File: src/hw/rtl/rtps_sd_pkg.sv
`timescale 1ns / 1ps
`default_nettype none

package rtps_sd_pkg;

  // Parser phase, one-hot
  typedef enum logic [4:0] {
    PH_HDR     = 5'b00001,
    PH_SUBHDR  = 5'b00010,
    PH_DST     = 5'b00100,
    PH_PAYLOAD = 5'b01000,
    PH_SKIP    = 5'b10000
  } phase_e;

  // Register indexes on the config port
  typedef enum logic [1:0] {
    REG_ENABLE      = 2'd0,
    REG_PREFIX_HIGH = 2'd1,
    REG_PREFIX_LOW  = 2'd2
  } reg_idx_e;

  localparam int unsigned CfgDataW = 64;

  localparam logic [15:0] HdrBytes    = 16'd20;
  localparam logic [15:0] PrefixAt    = 16'd8;
  localparam logic [15:0] PrefixBytes = 16'd12;
  localparam logic [15:0] MagicBytes  = 16'd4;
  localparam logic [15:0] OffsetMax   = 16'hffff;

  localparam logic [7:0] IdHeartbeat = 8'h07;
  localparam logic [7:0] IdData      = 8'h15;
  localparam logic [7:0] IdInfoDst   = 8'h0e;

  // 'R','T','P','S': element 0 is the first byte on the wire
  localparam logic [3:0][7:0] Magic = {8'h53, 8'h50, 8'h54, 8'h52};

endpackage

`default_nettype wire

File: src/hw/rtl/rtps_sd_if.sv
`timescale 1ns / 1ps
`default_nettype none

// Packet byte stream into the demux
interface rtps_sd_in_if;
  logic       valid;
  logic       ready;
  logic [7:0] data_byte;
  logic       last;

  modport source (output valid, output data_byte, output last, input ready);
  modport sink   (input valid, input data_byte, input last, output ready);
endinterface

// Flagged byte stream out of the demux
interface rtps_sd_out_if;
  logic       valid;
  logic       ready;
  logic [7:0] byte_out;
  logic       packet_last;
  logic       sub_last;
  logic       guid_valid;
  logic       heartbeat_valid;
  logic       user_data_valid;

  modport source (output valid, output byte_out, output packet_last, output sub_last,
                  output guid_valid, output heartbeat_valid, output user_data_valid,
                  input ready);
  modport sink   (input valid, input byte_out, input packet_last, input sub_last,
                  input guid_valid, input heartbeat_valid, input user_data_valid,
                  output ready);
endinterface

`default_nettype wire

File: src/hw/rtl/rtps_submessage_demux.sv
// RTPS submessage demux.
// rx_i carries packet bytes, one item per byte, with last on the final byte.
// tx_o returns every byte unchanged with flags: guid_valid on header bytes
// 8..19, heartbeat_valid / user_data_valid on the header and payload bytes of
// HEARTBEAT and DATA submessages, sub_last on the final payload byte of a
// submessage other than INFO_DST or on the packet's last byte. An INFO_DST
// whose leading prefix bytes differ from the own prefix, or a bad 'RTPS'
// magic, sends the rest of the packet through unflagged.
// A byte accepted at an edge is held in the result register and appears on
// tx_o in the following cycle. One byte per cycle is taken while tx_o keeps
// ready; the parser state and the result register both update at the accepting edge.
// If the receiver stalls, the result register holds; rx_i.ready stays high
// while the register is empty or being drained, so there is no bubble.
// Reset clears enable, the prefix and the parser (header phase, offset 0) and
// empties the result register. cfg_* writes are registered; the user must
// make them while the stream is idle, as the block does not enforce it.
`timescale 1ns / 1ps
`default_nettype none

module rtps_submessage_demux
  import rtps_sd_pkg::*;
(
  input  wire logic                clk_i,
  input  wire logic                rst_ni,
  input  wire logic                cfg_we_i,
  input  wire logic [1:0]          cfg_idx_i,
  input  wire logic [CfgDataW-1:0] cfg_data_i,
  rtps_sd_in_if.sink               rx_i,
  rtps_sd_out_if.source            tx_o
);

  // Config registers
  logic        enable_q;
  logic [63:0] prefix_high_q;
  logic [31:0] prefix_low_q;

  // Parser state
  phase_e      phase_q, phase_d;
  logic [15:0] off_q, off_d;
  logic [7:0]  id_q, id_d;
  logic        le_q, le_d;
  logic [15:0] len_q, len_d;

  // Result register
  logic       out_valid_q;
  logic [7:0] byte_q;
  logic       pkt_last_q, sub_last_q, gv_q, hv_q, uv_q;

  logic       accept;
  logic       sub_end, gv, hv, uv;
  logic [7:0] d;
  logic       last;

  // Own prefix, byte 0 in element 11
  logic [11:0][7:0] own_bytes;
  logic [3:0]       own_idx;
  logic [7:0]       own_byte;

  assign d    = rx_i.data_byte;
  assign last = rx_i.last;

  // Result register frees up when empty or being taken this cycle
  assign rx_i.ready = !out_valid_q || tx_o.ready;
  assign accept     = rx_i.valid && rx_i.ready;

  assign own_bytes = {prefix_high_q, prefix_low_q};
  assign own_idx   = 4'd11 - off_q[3:0];
  assign own_byte  = own_bytes[own_idx];

  always_ff @(posedge clk_i or negedge rst_ni) begin
    if (!rst_ni) begin
      enable_q      <= 1'b0;
      prefix_high_q <= '0;
      prefix_low_q  <= '0;
    end else if (cfg_we_i) begin
      case (cfg_idx_i)
        REG_ENABLE:      enable_q      <= cfg_data_i[0];
        REG_PREFIX_HIGH: prefix_high_q <= cfg_data_i;
        REG_PREFIX_LOW:  prefix_low_q  <= cfg_data_i[31:0];
        default: ;
      endcase
    end
  end

  // Next parser state and flags for the byte on rx_i
  always_comb begin
    phase_d = phase_q;
    off_d   = off_q;
    id_d    = id_q;
    le_d    = le_q;
    len_d   = len_q;
    sub_end = last;
    gv      = 1'b0;
    hv      = 1'b0;
    uv      = 1'b0;

    case (phase_q)
      PH_HDR: begin
        if (off_q < MagicBytes && d != Magic[off_q[1:0]]) begin
          phase_d = PH_SKIP;
        end else begin
          gv    = (off_q >= PrefixAt) && (off_q < PrefixAt + PrefixBytes);
          off_d = off_q + 16'd1;
          if (off_d >= HdrBytes) begin
            off_d   = '0;
            phase_d = enable_q ? PH_SUBHDR : PH_SKIP;
          end
        end
      end
      PH_SUBHDR: begin
        // id, flags, then the 16-bit length in the order flags bit 0 gives
        case (off_q[1:0])
          2'd0: id_d = d;
          2'd1: le_d = d[0];
          2'd2: len_d = le_q ? {8'h00, d} : {d, 8'h00};
          default: len_d = len_q | (le_q ? {d, 8'h00} : {8'h00, d});
        endcase
        hv    = (id_d == IdHeartbeat);
        uv    = (id_d == IdData);
        off_d = off_q + 16'd1;
        if (off_q[1:0] == 2'd3) begin
          off_d   = '0;
          phase_d = (id_q == IdInfoDst) ? PH_DST : PH_PAYLOAD;
        end
      end
      PH_DST: begin
        if (off_q < PrefixBytes && d != own_byte) begin
          phase_d = PH_SKIP;
        end else begin
          if (off_q != OffsetMax) off_d = off_q + 16'd1;
          if (len_q != '0 && off_d == len_q) begin
            off_d   = '0;
            phase_d = PH_SUBHDR;
          end
        end
      end
      PH_PAYLOAD: begin
        hv = (id_q == IdHeartbeat);
        uv = (id_q == IdData);
        if (off_q != OffsetMax) off_d = off_q + 16'd1;
        // zero length runs to the end of the packet
        if (len_q != '0 && off_d == len_q) begin
          off_d   = '0;
          phase_d = PH_SUBHDR;
          sub_end = 1'b1;
        end
      end
      PH_SKIP: ;
      default: ;
    endcase

    if (last) begin
      phase_d = PH_HDR;
      off_d   = '0;
    end
  end

  always_ff @(posedge clk_i or negedge rst_ni) begin
    if (!rst_ni) begin
      phase_q <= PH_HDR;
      off_q   <= '0;
      id_q    <= '0;
      le_q    <= 1'b0;
      len_q   <= '0;
    end else if (accept) begin
      phase_q <= phase_d;
      off_q   <= off_d;
      id_q    <= id_d;
      le_q    <= le_d;
      len_q   <= len_d;
    end
  end

  always_ff @(posedge clk_i or negedge rst_ni) begin
    if (!rst_ni) begin
      out_valid_q <= 1'b0;
    end else if (accept) begin
      out_valid_q <= 1'b1;
    end else if (tx_o.ready) begin
      out_valid_q <= 1'b0;
    end
  end

  always_ff @(posedge clk_i) begin
    if (accept) begin
      byte_q     <= d;
      pkt_last_q <= last;
      sub_last_q <= sub_end;
      gv_q       <= gv;
      hv_q       <= hv;
      uv_q       <= uv;
    end
  end

  assign tx_o.valid           = out_valid_q;
  assign tx_o.byte_out        = byte_q;
  assign tx_o.packet_last     = pkt_last_q;
  assign tx_o.sub_last        = sub_last_q;
  assign tx_o.guid_valid      = gv_q;
  assign tx_o.heartbeat_valid = hv_q;
  assign tx_o.user_data_valid = uv_q;

endmodule

`default_nettype wire

File: src/flat_wrapper.sv
// flat-port wrapper written by rule: the top's interface ports become plain ports
module rtps_submessage_demux_flat import rtps_sd_pkg::*;
  (clk_i, rst_ni, cfg_we_i, cfg_idx_i, cfg_data_i, rx_i_valid, rx_i_data_byte, rx_i_last, rx_i_ready, tx_o_valid, tx_o_byte_out, tx_o_packet_last, tx_o_sub_last, tx_o_guid_valid, tx_o_heartbeat_valid, tx_o_user_data_valid, tx_o_ready);
  rtps_sd_in_if rx_i_i ();
  rtps_sd_out_if tx_o_i ();
  input  wire logic clk_i;
  input  wire logic rst_ni;
  input  wire logic cfg_we_i;
  input  wire logic [1:0] cfg_idx_i;
  input  wire logic [CfgDataW-1:0] cfg_data_i;
  input wire logic [$bits(rx_i_i.valid)-1:0] rx_i_valid;
  input wire logic [$bits(rx_i_i.data_byte)-1:0] rx_i_data_byte;
  input wire logic [$bits(rx_i_i.last)-1:0] rx_i_last;
  output wire logic [$bits(rx_i_i.ready)-1:0] rx_i_ready;
  output wire logic [$bits(tx_o_i.valid)-1:0] tx_o_valid;
  output wire logic [$bits(tx_o_i.byte_out)-1:0] tx_o_byte_out;
  output wire logic [$bits(tx_o_i.packet_last)-1:0] tx_o_packet_last;
  output wire logic [$bits(tx_o_i.sub_last)-1:0] tx_o_sub_last;
  output wire logic [$bits(tx_o_i.guid_valid)-1:0] tx_o_guid_valid;
  output wire logic [$bits(tx_o_i.heartbeat_valid)-1:0] tx_o_heartbeat_valid;
  output wire logic [$bits(tx_o_i.user_data_valid)-1:0] tx_o_user_data_valid;
  input wire logic [$bits(tx_o_i.ready)-1:0] tx_o_ready;
  assign rx_i_i.valid = rx_i_valid;
  assign rx_i_i.data_byte = rx_i_data_byte;
  assign rx_i_i.last = rx_i_last;
  assign rx_i_ready = rx_i_i.ready;
  assign tx_o_valid = tx_o_i.valid;
  assign tx_o_byte_out = tx_o_i.byte_out;
  assign tx_o_packet_last = tx_o_i.packet_last;
  assign tx_o_sub_last = tx_o_i.sub_last;
  assign tx_o_guid_valid = tx_o_i.guid_valid;
  assign tx_o_heartbeat_valid = tx_o_i.heartbeat_valid;
  assign tx_o_user_data_valid = tx_o_i.user_data_valid;
  assign tx_o_i.ready = tx_o_ready;
  rtps_submessage_demux u_core (.clk_i(clk_i), .rst_ni(rst_ni), .cfg_we_i(cfg_we_i), .cfg_idx_i(cfg_idx_i), .cfg_data_i(cfg_data_i), .rx_i(rx_i_i), .tx_o(tx_o_i));
endmodule
File: config.mk
export PLATFORM = sky130hd
export DESIGN_NAME = rtps_submessage_demux_flat
export DESIGN_NICKNAME = d
export VERILOG_FILES = /design/src/hw/rtl/rtps_sd_pkg.sv /design/src/hw/rtl/rtps_sd_if.sv /design/src/hw/rtl/rtps_submessage_demux.sv /design/src/flat_wrapper.sv
export SDC_FILE = /design/constraint.sdc
export NUM_CORES = 1
export LEC_CHECK = 0
export BUFFER_PORTS_ARGS = -buffer_cell sky130_fd_sc_hd__buf_2
export CAP_MARGIN = 20
export CORE_ASPECT_RATIO = 0.75
export CORE_MARGIN = 2
export CORE_UTILIZATION = 29
export DETAILED_ROUTE_END_ITERATION = 7
export PLACE_DENSITY = 0.51
export SLEW_MARGIN = 20
export SYNTH_ARGS = -nofsm -noshare
export SYNTH_HDL_FRONTEND = slang
export SYNTH_SLANG_ARGS = --single-unit
File: constraint.sdc
create_clock -name clk_i -period 4.1 [get_ports clk_i]
set_input_delay 0.205 -clock clk_i [delete_from_list [all_inputs] [get_ports clk_i]]
set_output_delay 0.205 -clock clk_i [all_outputs]
set_load 0.005 [all_outputs]
Word level (Yosys, flattened, before mapping) --
Cells that the tools add are included.
Storage, ports and cells: register bits 157
Cells by class: add/subtract/negate cells 2, $lt $le $gt $ge 7, equal/unequal tests 25, multiplexer cells 37, bitwise logic cells 3, reduce and logical (&&, ||, !) cells 23
Operators with widths (count):
- two-way mux 16 bit | 13
- one-hot mux 16 bit (4 select lines) | 1
- two-way mux 5 bit | 8
- binary-select mux 8 bit (select 4 bit) | 1
- == test 16 bit | 2
- two-way mux 8 bit | 4
- one-hot mux 16 bit (2 select lines) | 1
- one-hot mux 5 bit (4 select lines) | 1
- adder 16 x 1 -> 16 bit (second input constant) | 1
- binary-select mux 8 bit (select 2 bit) | 1
- == test 8 x 3 -> 1 bit (second input constant) | 2
- == test 8 x 5 -> 1 bit (second input constant) | 2
- greater-or-equal comparator 16 x 4 -> 1 bit (second input constant) | 1
- greater-or-equal comparator 16 x 5 -> 1 bit (second input constant) | 1
- less-than comparator 16 x 3 -> 1 bit (second input constant) | 1
- less-than comparator 16 x 4 -> 1 bit (second input constant) | 1
- less-than comparator 16 x 5 -> 1 bit (second input constant) | 1
- != test 16 bit (second input constant) | 1
- != test 8 bit | 2
- OR 16 bit | 1
- nonzero test 16 bit | 1
- == test 8 x 4 -> 1 bit (second input constant) | 1
- != test 4 x 2 -> 1 bit (second input constant) | 2
- AND reduction 2 bit | 4
- 25 further kinds | 43

Logic depth before layout (Yosys ltp) --
Gate-level depths: netlist of run 1.
word-level depth 13, gate-level depth with buffers 15, gate-level depth less buffers 12

Worst setup path after synthesis of run 1 --
Ideal clock, no wire load.
kind reg2reg, from register u_core.off_q[2], to register u_core.phase_q[4], library setup time 0.125 ns, data arrival time 3.339 ns, data required time 3.975 ns, slack 0.636 ns, stages on the path, launching flop included 14, path through dfrtp_1 > clkbuf_1 > clkinv_1 > ha_1 > clkbuf_1 > mux4_2 > nand2_1 > a31oi_1 > xor2_1 > nor4_1 > nand3_1 > and3_1 > o31a_2 > mux2_4
On the way: longest elaborated chain between the ends 8, elaborated cells between the ends (all ways) 27
RTL lines:
- from (decl) | line rtps_submessage_demux.sv:39 | logic [15:0] off_q, off_d;
- from (signal assigned) | line rtps_submessage_demux.sv:161 | off_q <= '0;
- from (signal assigned) | line rtps_submessage_demux.sv:167 | off_q <= off_d;
- adder 16 x 1 -> 16 bit (tied with other cells) | line rtps_submessage_demux.sv:103, rtps_submessage_demux.sv:130, rtps_submessage_demux.sv:140
- two-way mux 16 bit / binary-select mux 8 bit (select 4 bit) (equally long branches) | line rtps_submessage_demux.sv:130, rtps_submessage_demux.sv:140, rtps_submessage_demux.sv:68
- two-way mux 16 bit / two-way mux 8 bit (equally long branches) | line rtps_submessage_demux.sv:127, rtps_submessage_demux.sv:68
- two-way mux 16 bit / != test 8 bit (equally long branches) | line rtps_submessage_demux.sv:97, rtps_submessage_demux.sv:127
- == test 16 bit / logical AND 1 bit (equally long branches) | line rtps_submessage_demux.sv:131, rtps_submessage_demux.sv:127
- logical AND 1 bit / two-way mux 5 bit (equally long branches) | line rtps_submessage_demux.sv:131, rtps_submessage_demux.sv:127
- != test 4 x 2 -> 1 bit (no line) / one-hot mux 5 bit (4 select lines) (equally long branches)
- AND reduction 6 bit (no line) / two-way mux 5 bit (equally long branches)
- to (signal assigned) | line rtps_submessage_demux.sv:166 | phase_q <= phase_d;
- to (decl) | line rtps_submessage_demux.sv:38 | phase_e phase_q, phase_d;
Several ways; a longest one is shown, not always the timed one. The select of a mux whose other input is x is not followed. A chain may end at the register's enable or synchronous reset.

Worst setup path in the final report of run 1 --
from register u_core.off_q[6], to register u_core.phase_q[4]
On the way: longest elaborated chain between the ends 8, elaborated cells between the ends (all ways) 23
RTL lines:
- adder 16 x 1 -> 16 bit / != test 16 bit (equally long branches) | line rtps_submessage_demux.sv:103, rtps_submessage_demux.sv:130, rtps_submessage_demux.sv:140
- two-way mux 16 bit | line rtps_submessage_demux.sv:130, rtps_submessage_demux.sv:140
- two-way mux 16 bit | line rtps_submessage_demux.sv:127 | if (off_q < PrefixBytes && d != own_byte) begin
- two-way mux 16 bit | line rtps_submessage_demux.sv:97 | case (phase_q)
- == test 16 bit | line rtps_submessage_demux.sv:131 | if (len_q != '0 && off_d == len_q) begin
- logical AND 1 bit | line rtps_submessage_demux.sv:131
- != test 4 x 2 -> 1 bit (no line)
- AND reduction 6 bit (no line)
Several ways; a longest one is shown, not always the timed one. The select of a mux whose other input is x is not followed.

==> impl_results.md, run 1 <==
- Status: finished, final reports clean
- Setup TNS: 0 ns
- Synthesized flop and latch total: 157
- Relative slew slack: 28.7%
- Simple-Gate Fraction of Synth Area: 12.7%
- Pre-Repair DR Iteration Count: 5
- Core ar.: 29100 µm²
- First-pass GRT wire length: 37800 µm
- Post-synthesis compound-gate area fraction: 11.1%
- Distinct cells, synth: 70
- Switch Pwr: 1.94 mW
- Min Tclk post-route: 3.88 ns
- Hold Slack: 0.0181 ns
- Rows: 54
- Combined area of the multi-input logic cells: 4310 µm²
- Fmax: 0.258 GHz
- Net Sw Frac: 34.2%
- Crit start category: flop
- Clock skew: 0.0168 ns
- Async set-reset flop share out of synthesis: 91.7%
- Post-synthesis xor/xnor area fraction: 4.19%
- # setup viols final: 0
- Drt first-iter violations: 590
- GRT Total Usage: 15.9%
- # clock sinks: 157
- Total number of yosys warnings: 0
- Crit end category: flop
- Drt via density: 5.22
- Mapped Cells: 760
- RSZ-0062 raised after global routing: no
- Gate power share: 35.9%
- Pleak: 4.30 nW
- Power density over cell area: 549 nW/µm²
- H-tree depth: 4
- Worst IR Drop VDD: 0.321 mV
- Synth Area in Adders: 1.16%
- Total wire length: 24100 µm
- Critical Path RT: 4.41 ns
- Synth Cell Area: 8600 µm²
- Setup crit start: u_core.off_q[6]
- Post-synth EDFFs: 13
- Worst min path class: in2reg
- Syn avg cell area: 11.3 µm²
- Final nets: 956
- Vias in the first global route: 6344
- R2r startpoint: u_core.off_q[6]
- Routed Antenna Nets: 0
- Buf/Inv on CP: 0
- Sequential share of power: 37.1%
- Initial Util: 29.5%
- CP max-delay cell: nor4_1
- Gr ovfl total: 0
- Multiplexer area fraction after synthesis: 20.9%
- CP max FO: 13
- Chip width: 203 µm
- Initial antenna violation count: 0
- Slew @ Worst Pin: 1.06 ns
- # fillers: 2898
- Post-synthesis sequential area ratio: 46.5%
- DR DRC count: 0
- Skew-Pair Late Insertion Delay: 0.44 ns
- Die footprint: 31100 µm²
- Syn nets: 848
- HP Start: cfg_data_i[45]
- FF/Latch Area: 4000 µm²
- Worst Setup Path Type: reg2reg
- Clk slew on worst S/H paths: 0.07 ns
- I/O Pins: 95
- Pin count of the biggest net entering global routing: 72
- RD Place Congestion: 0.863
- Main synth FF type: dfrtp_1
- Slew Limit Fails: 0
- Maximum clock insertion buffer count: 2
- CP top delay family: simple AND/OR/NAND/NOR gates
- Wire per inst: 18.9 µm
- Max Cap Viol: 0
- Via Count: 6647
- Port bufs: 94
- Clock power share: 27.0%
- Postcts setup bufs: 0
- Worst EP arrival: 4.20 ns
- Pwr Total: 5.67 mW
- Int Pwr: 3.73 mW
- Detailed Place HPWL: 17400 µm
- CTS Buf Count: 17
- Antenna Cells: 0
- Main combinational cell family by area after synthesis: multiplexers
- Die Ht: 153 µm
- Crit-path max cell delay: 0.97 ns
- Fin. Hold Viols: 0
- Crit path cell chain: nand3_2, nor4_1, xnor2_1, nand4_1, nor2_1, nand4_1, nor2_1, nor3_1, o31a_2, mux2_4
- Root Buffer: clkbuf_16
- Final Cycle Share: 94.7%
- Layout area overhead: 20.1%
- Share of cells above drive strength 1: 32.2%
- TritonCTS clock tree: yes
final timing paths:
kind | to | slack, ns | depth (start not counted)
min | u_core.prefix_high_q[45] | 0.02 | 2
min in group asynchronous | u_core.enable_q | 0.37 | 2
max in group asynchronous | u_core.phase_q[0] | 2.73 | 3
max reg2reg | u_core.phase_q[4] | 0.22 | 10
max | u_core.phase_q[4] | 0.22 | 10
min reg2reg | u_core.prefix_high_q[47] | 0.50 | 1
synth_stat cells, types with 4 or more instances:
cell type / count / area share [%]
nor2_1: 46 / 2.0
mux4_2: 16 / 4.2
nor2b_1: 8 / 0.58
xnor2_1: 25 / 2.5
ha_1: 8 / 1.2
buf_2: 10 / 0.58
xor2_1: 11 / 1.1
nor3_1: 15 / 0.87
buf_1: 5 / 0.22
or3_1: 6 / 0.44
a21oi_1: 20 / 1.2
nor3b_1: 5 / 0.44
o22a_1: 8 / 0.81
nand2b_1: 6 / 0.44
a22o_1: 20 / 2.0
and2_1: 4 / 0.29
nand2_1: 45 / 2.0
and3_1: 9 / 0.65
nand3b_1: 4 / 0.35
o22ai_1: 6 / 0.44
mux2_2: 108 / 14
inv_1: 18 / 0.79
clkbuf_1: 28 / 1.2
edfxtp_1: 13 / 4.5
dfrtp_1: 143 / 42
nor4_1: 15 / 1.1
nand3_1: 20 / 1.2
mux2i_1: 21 / 2.4
buf_4: 6 / 0.52
nand4_1: 13 / 0.95
a31oi_1: 16 / 1.2
o21ai_0: 21 / 1.2
cells by family (layout without fill, tap and decap cells):
| logic type | after synthesis | after routing |
|---|---|---|
| and+or+nand+nor | 209 | 209 |
| DFF | 157 | 157 |
| muxes | 146 | 146 |
| AOI/OAI and AO/OA | 133 | 133 |
| buffers and inverters | 69 | 190 |
| xor gates and xnor gates | 38 | 38 |
| adders and majority gates | 8 | 8 |
cell type report:
cell class	count	area share [%]
clock buffer	23	4.63
inverter	19	0.691
clock inverter	9	0.836
multi-input combinational	534	41.7
sequential	157	38.7
tap	392	4.75
timing repair buffer	139	8.69
registers in the layout, summed over array words and instances (netlist names):
signal	count
u_core.phase_q	5
u_core.tx_o.sub_last	1
u_core.len_q	16
u_core.tx_o.byte_out	8
u_core.le_q	1
u_core.tx_o.user_data_valid	1
u_core.tx_o.valid	1
u_core.tx_o.guid_valid	1
u_core.id_q	8
u_core.enable_q	1
u_core.prefix_low_q	32
u_core.off_q	16
u_core.prefix_high_q	64
u_core.tx_o.packet_last	1
u_core.tx_o.heartbeat_valid	1
power by group through the flow:
stage	clock (mW)	combinational, mW	sequential, mW
2_1_floorplan	0	1.51	2.01
3_3_place_gp	0	1.98	2.12
3_5_place_dp	0	1.99	2.12
4_1_cts	1.58	2.02	2.09
5_1_grt	1.64	2.21	2.14
6_report	1.53	2.03	2.10
metrics by stage:
stage	util [%]	worst slack [ns]	std cells	area, µm²
global placement	32.7	0.310	1216	9510
global route	35.5	0.00594	1273	10300
detailed placement	32.7	0.284	1216	9510
floorplan	-	0.636	760	8600
finish	35.5	0.218	1273	10300
CTS	35.4	0.262	1271	10300
timing repair:
item	4_1_cts	5_1_grt
resized for setup	0	1
endpoints found under the hold margin	93	1
hold buffers	23	1
endpoints found under the setup margin	0	8
layer usage:
metal | up-vias | part of all wire, % | routed length (µm) | track usage [%]
li1 | 3049 | - | - | -
met4 | 0 | 0.88 | 211 | 3.55
met2 | 229 | 41 | 9960 | 21.9
met5 | - | 0 | 0 | 0
met1 | 3354 | 51 | 12200 | 24.8
met3 | 15 | 7.0 | 1680 | 3.82
worst reg2reg max path, stage by stage (launching register included):
cell and delay [ns]:
dfrtp_1 0.60, nand3_2 0.30, nor4_1 0.97, xnor2_1 0.28
nand4_1 0.16, nor2_1 0.08, nand4_1 0.29, nor2_1 0.08
nor3_1 0.39, o31a_2 0.30, mux2_4 0.31
cells in the final DEF (no fill, tap or decap), types with 8 or more instances in the layout:
| master | synthesis | layout |
|---|---|---|
| xnor2_1 | 25 | 25 |
| a22o_1 | 20 | 20 |
| clkbuf_16 | 0 | 17 |
| nor2b_1 | 8 | 8 |
| inv_1 | 18 | 18 |
| buf_4 | 6 | 18 |
| nand4_1 | 13 | 13 |
| nor4_1 | 15 | 15 |
| dfrtp_1 | 143 | 142 |
| mux2_2 | 108 | 108 |
| a21oi_1 | 20 | 20 |
| a31oi_1 | 16 | 16 |
| buf_2 | 10 | 93 |
| xor2_1 | 11 | 11 |
| mux4_2 | 16 | 16 |
| nand2_1 | 45 | 45 |
| edfxtp_1 | 13 | 13 |
| and3_1 | 9 | 9 |
| nand3_1 | 20 | 20 |
| nor2_1 | 46 | 46 |
| nor3_1 | 15 | 15 |
| dlygate4sd3_1 | 0 | 24 |
| o21ai_0 | 21 | 21 |
| mux2i_1 | 21 | 21 |
| o22a_1 | 8 | 8 |
No activity file was read; power rests on OpenSTA's default activity.
==> run 2: changes to the inputs <==
- RECOVER_POWER: not set -> 50
==> run 2 against run 1 <==
Against the previous run: the run now ends with max-capacitance violations, max-slew violations left; critical path depth unchanged; highest routed layer unchanged; via count is 0.56% lower; critical path type unchanged; sequential power hardly changed; fmax is essentially flat; worst hold slack barely moved.
==> impl_results.md, run 2 (synthesized netlist as in run 1, its figures left out) <==
- Status: finished with violations
- Violated checks: max-capacitance violations, max-slew violations
- Flop2flop setup slack: 0.22 ns
- CP max-delay cell: nor4_1
- Maximum clock insertion buffer count: 2
- Buf/Inv on CP: 0
- Antenna Cells: 0
- Pleak: 4.25 nW
- Largest register FFs: 64
- Detailed Place HPWL: 17400 µm
- Worst min path class: in2reg
- Postcts setup bufs: 0
- Drt first-iter violations: 567
- Critical R2R Capture: u_core.phase_q[4]
- Largest regs: u_core.prefix_high_q x64, u_core.prefix_low_q x32
- CP top delay family: simple AND/OR/NAND/NOR gates
- GRT Total Usage: 15.9%
- H-tree depth: 4
- CP max FO: 13
- Most common cell after layout, fill and taps aside: dfrtp_1
- Root Buffer: clkbuf_16
- TritonCTS clock tree: yes
- Crit start category: flop
- Most frequent cells in the layout: dfrtp_1, mux2_2, buf_2
- R2r startpoint: u_core.off_q[6]
- Reg2Reg Depth: 10
- Final nets: 956
- Critical Path RT: 4.41 ns
- Min Tclk post-route: 3.88 ns
- Fmax: 0.258 GHz
- Slew Limit Fails: 170
- Wire per inst: 18.9 µm
- Rows: 54
- Relative slew slack: -145%
- Placed cell count: 1216
- Routed Antenna Nets: 0
- Crit-path max cell delay: 0.96 ns
- I/O Pins: 95
- DR DRC count: 0
- DP Worst Slack: 0.284 ns
- Pwr Total: 5.66 mW
- Power density over cell area: 549 nW/µm²
- Crit end category: flop
- Via Count: 6610
- Largest Register: u_core.prefix_high_q
- Skew-Pair Late Insertion Delay: 0.44 ns
- First-pass GRT wire length: 37800 µm
- RSZ-0062 raised after global routing: no
- Worst IR Drop VDD: 0.321 mV
- # clock sinks: 157
- CTS Buf Count: 17
- Clk slew on worst S/H paths: 0.07 ns
- Die footprint: 31100 µm²
- Worst EP arrival: 4.19 ns
- Drt via density: 5.19
- # setup viols final: 0
- Final Cycle Share: 94.7%
- Total wire length: 24000 µm
- Pin count of the biggest net entering global routing: 72
- Vias in the first global route: 6344
- Hold Slack: 0.0180 ns
- Fin. Hold Viols: 0
- RD Place Congestion: 0.863
- Max Cap Viol: 3
- Share of cells above drive strength 1: 30.4%
- Crit path cell chain: nand3_2, nor4_1, xnor2_1, nand4_1, nor2_1, nand4_1, nor2_1, nor3_1, o31a_2, mux2_4
- Gr ovfl total: 0
- Final Non-Filler Cells: 1273
- Hold path depth: 2
- Port bufs: 94
- Core ar.: 29100 µm²
- Slew @ Worst Pin: 3.68 ns
- Die Ht: 153 µm
- Pre-Repair DR Iteration Count: 5
- # fillers: 2909
- Hold endpoint: u_core.prefix_high_q[60]
- Chip width: 203 µm
- Final Worst Setup Slack: 0.218 ns
- Initial antenna violation count: 0
- Setup TNS: 0 ns
- Initial Util: 29.5%
- Layout area overhead: 19.7%
- Clock skew: 0.0164 ns
- HP Start: cfg_data_i[60]
- Worst Setup Path Type: reg2reg
-- run 2: how the worst max path moves through the flow --
stage | from | end | slack (ns) | depth (start not counted)
3_3_place_gp | u_core.off_q[1] | u_core.phase_q[4] | 0.31 | 12
6_report | u_core.off_q[6] | u_core.phase_q[4] | 0.22 | 10
4_1_cts | u_core.off_q[3] | u_core.off_q[0] | 0.26 | 12
5_1_grt | u_core.off_q[3] | u_core.off_q[0] | 0.006 | 12
3_5_place_dp | u_core.off_q[3] | u_core.off_q[0] | 0.28 | 12
2_1_floorplan | u_core.off_q[2] | u_core.phase_q[4] | 0.64 | 13
-- run 2: power breakdown --
group,switching [mW],internal (mW)
Sequential,0.249,1.85
Clock,0.645,0.885
Combinational,1.03,0.996
Total,1.92,3.73
-- run 2: worst register-to-register path: stages (launching register included) --
cell and delay [ns]:
dfrtp_1 0.60, nand3_2 0.30, nor4_1 0.97, xnor2_1 0.28, nand4_1 0.16, nor2_1 0.08, nand4_1 0.29, nor2_1 0.08
nor3_1 0.39, o31a_2 0.29, mux2_4 0.31
-- run 2: cell type report --
type	count	area, µm²	area share [%]
Multi-Input combinational cell	534	4310	41.8
Sequential cell	157	4000	38.8
Timing Repair Buffer	139	866	8.41
Tap cell	392	490	4.76
Clock buffer	23	478	4.64
Clock inverter	9	86.3	0.839
Inverter	19	71.3	0.693
-- run 2: repair_timing --
item | 4_1_cts | 5_1_grt
endpoints found under the setup margin | 0 | 8
gates resized for setup | 0 | 1
endpoints found under the hold margin | 93 | 1
hold buffers | 23 | 1
-- run 2: per-stage QoR --
stage,utilization [%],instance area [µm²]
floorplan,-,8600
global placement,32.7,9510
detailed placement,32.7,9510
CTS,35.4,10300
global route,35.4,10300
finish,35.4,10300
-- run 2: per-layer routing --
metal,routed length (µm),vias to the layer above,global-route usage (%)
met5,0,-,0
met4,215,0,3.55
met3,1710,17,3.82
met2,9960,234,21.9
met1,12100,3316,24.8
li1,-,3043,-
==> run 3: changes to the inputs <==
- CORE_MARGIN: 2 -> not set
- CORE_UTILIZATION: 29 -> 38
- PLACE_DENSITY: 0.51 -> 0.62
==> run 3 against run 2 <==
Against the previous run: the flow still finishes with violations (max-capacitance violations, max-slew violations); die area is 25% lower; final cell count is 7.0% lower; flip-flop and latch count did not move; via count grew 0.70%; first-iteration DRC count is 15% higher; largest cell class unchanged; largest power group unchanged.
==> impl_results.md, run 3 (synthesized netlist as in run 1, its figures left out) <==
- Status: finished with violations
- Violated checks: max-capacitance violations, max-slew violations
- RSZ-0062 raised after global routing: no
- Detailed Place HPWL: 16200 µm
- Port bufs: 94
- Vias in the first global route: 6470
- Clock skew: 0.0105 ns
- Relative slew slack: -144%
- Worst min path class: in2reg
- Crit start category: flop
- Final Cycle Share: 89.4%
- Clk slew on worst S/H paths: 0.07 ns
- M1 wire length: 11300 µm
- Hold Slack: 0.0179 ns
- Top Metal Used: met4
- CP max FO: 14
- Most frequent cells in the layout: dfrtp_1, mux2_2, buf_2
- Setup TNS: 0 ns
- Core ar.: 22100 µm²
- R2r startpoint: u_core.off_q[7]
- First-pass GRT wire length: 36500 µm
- Most common cell after layout, fill and taps aside: dfrtp_1
- Fmax: 0.273 GHz
- Setup crit start: u_core.off_q[7]
- Worst Setup Path Type: reg2reg
- Die footprint: 23200 µm²
- Slew @ Worst Pin: 3.66 ns
- GRT Total Usage: 20.6%
- RD Place Congestion: 0.932
- Sequential share of power: 36.8%
- Layout area overhead: 19.2%
- Hold buffers post-CTS: 31
- Slew Limit Fails: 169
- Wire per inst: 19.2 µm
- Gate power share: 35.2%
- Via Count: 6656
- Skew-Pair Late Insertion Delay: 0.43 ns
- Crit path cell chain: nand4_4, or4_1, mux2_2, xnor2_1, nor4_2, o2111ai_1, o21ai_2, nor2_1, a21o_1, a22o_1
- CP top delay family: simple AND/OR/NAND/NOR gates
- Flop2flop setup slack: 0.44 ns
- CP Capture Point: u_core.off_q[0]
- Worst IR Drop VDD: 0.341 mV
- Root Buffer: clkbuf_16
- Min Tclk post-route: 3.66 ns
- FF/Latch Area: 4000 µm²
- Pleak: 4.29 nW
- Critical Path RT: 4.43 ns
- Antenna Cells: 0
- Crit end category: flop
- Clock power share: 28.0%
- Initial Util: 38.9%
- CP max-delay cell: dfrtp_1
- Combined area of the multi-input logic cells: 4300 µm²
- Power density over cell area: 551 nW/µm²
- Routed Antenna Nets: 0
- Postcts setup bufs: 0
- TritonCTS clock tree: yes
- # fillers: 2092
- DR DRC count: 0
- Cts repair resizes: 0
- Rows: 47
- Pre-Repair DR Iteration Count: 5
- Max Cap Viol: 3
- Die Ht: 132 µm
- Initial antenna violation count: 0
- CTS Buf Count: 17
- Int Pwr: 3.72 mW
- Chip width: 176 µm
- Crit-path max cell delay: 0.66 ns
- Share of cells above drive strength 1: 30.2%
- Final instance area: 10300 µm²
- Largest regs: u_core.prefix_high_q x64, u_core.prefix_low_q x32
- Critical Path Stages: 10
- Maximum clock insertion buffer count: 2
- Fin. Hold Viols: 0
- H-tree depth: 4
- Pin count of the biggest net entering global routing: 71
- I/O Pins: 95
- Critical R2R Capture: u_core.off_q[0]
- Met3 Wirelength: 1720 µm
- Largest register FFs: 64
- Largest Register: u_core.prefix_high_q
- # setup viols final: 0
- Met2 WL: 9370 µm
- Drt via density: 5.62
- # clock sinks: 157
- Final nets: 965
- Reg2Reg Depth: 10
- Post-DP Area: 9390 µm²
- Gr ovfl total: 0
- Net Sw Frac: 34.1%
- Drt first-iter violations: 652
- Worst EP arrival: 3.99 ns
- Switch Pwr: 1.93 mW
- Total wire length: 22700 µm
- Buf/Inv on CP: 0
[run 3: cell types whose count changed in the layout (fill, tap and decap cells not counted)]
cell and delta:
buf_12 -2, buf_2 -2, buf_4 +5, clkbuf_1 -1
clkbuf_16 +1, clkbuf_2 -1, clkbuf_8 -2, clkinv_2 -1
dlygate4sd3_1 +7, ha_1 +1, ha_2 -1, inv_6 +5
mux2_1 +1, mux2_2 -1
[run 3: worst min-delay path by stage]
stage / start / to / slack [ns] / cells past startpoint
after floorplan: rst_ni / u_core.enable_q / -0.09 / 0
after global placement: rst_ni / u_core.prefix_low_q[14] / 0.27 / 1
after detailed placement: rst_ni / u_core.prefix_low_q[14] / 0.27 / 1
after CTS: cfg_data_i[5] / u_core.prefix_high_q[5] / 0.002 / 2
after global routing: cfg_data_i[5] / u_core.prefix_high_q[5] / 0.006 / 2
final: cfg_data_i[47] / u_core.prefix_high_q[47] / 0.02 / 2
[run 3: metrics by stage]
stage                     util [%]  worst slack [ns]  power, mW  std cells
after floorplan                  -             0.636       3.52        760
after global placement        42.5             0.522       4.03       1121
after detailed placement      42.5             0.474       4.04       1121
after CTS                     46.5             0.472       5.67       1184
after global routing          46.4             0.172       5.99       1184
final                         46.4             0.436       5.65       1184
[run 3: area by class of cell]
type,instances,area share (%)
clock inverters,13,1.22
inverters,19,0.695
flip-flops and latches,157,39.0
well taps,294,3.59
multi-input cells,534,42.0
repair buffers,148,9.03
clock buffers,19,4.53
[run 3: power by group through the flow]
stage	Combinational, mW	Sequential, mW	Clock [mW]
4_1_cts	1.98	2.08	1.62
6_report	1.99	2.08	1.58
2_1_floorplan	1.51	2.01	0
3_3_place_gp	1.93	2.10	0
3_5_place_dp	1.94	2.10	0
5_1_grt	2.18	2.12	1.69
[run 3: metal layers]
metal	up-vias	track usage (%)
met5	-	0
li1	3071	-
met4	0	5.94
met3	28	5.48
met1	3295	31.2
met2	262	28.4
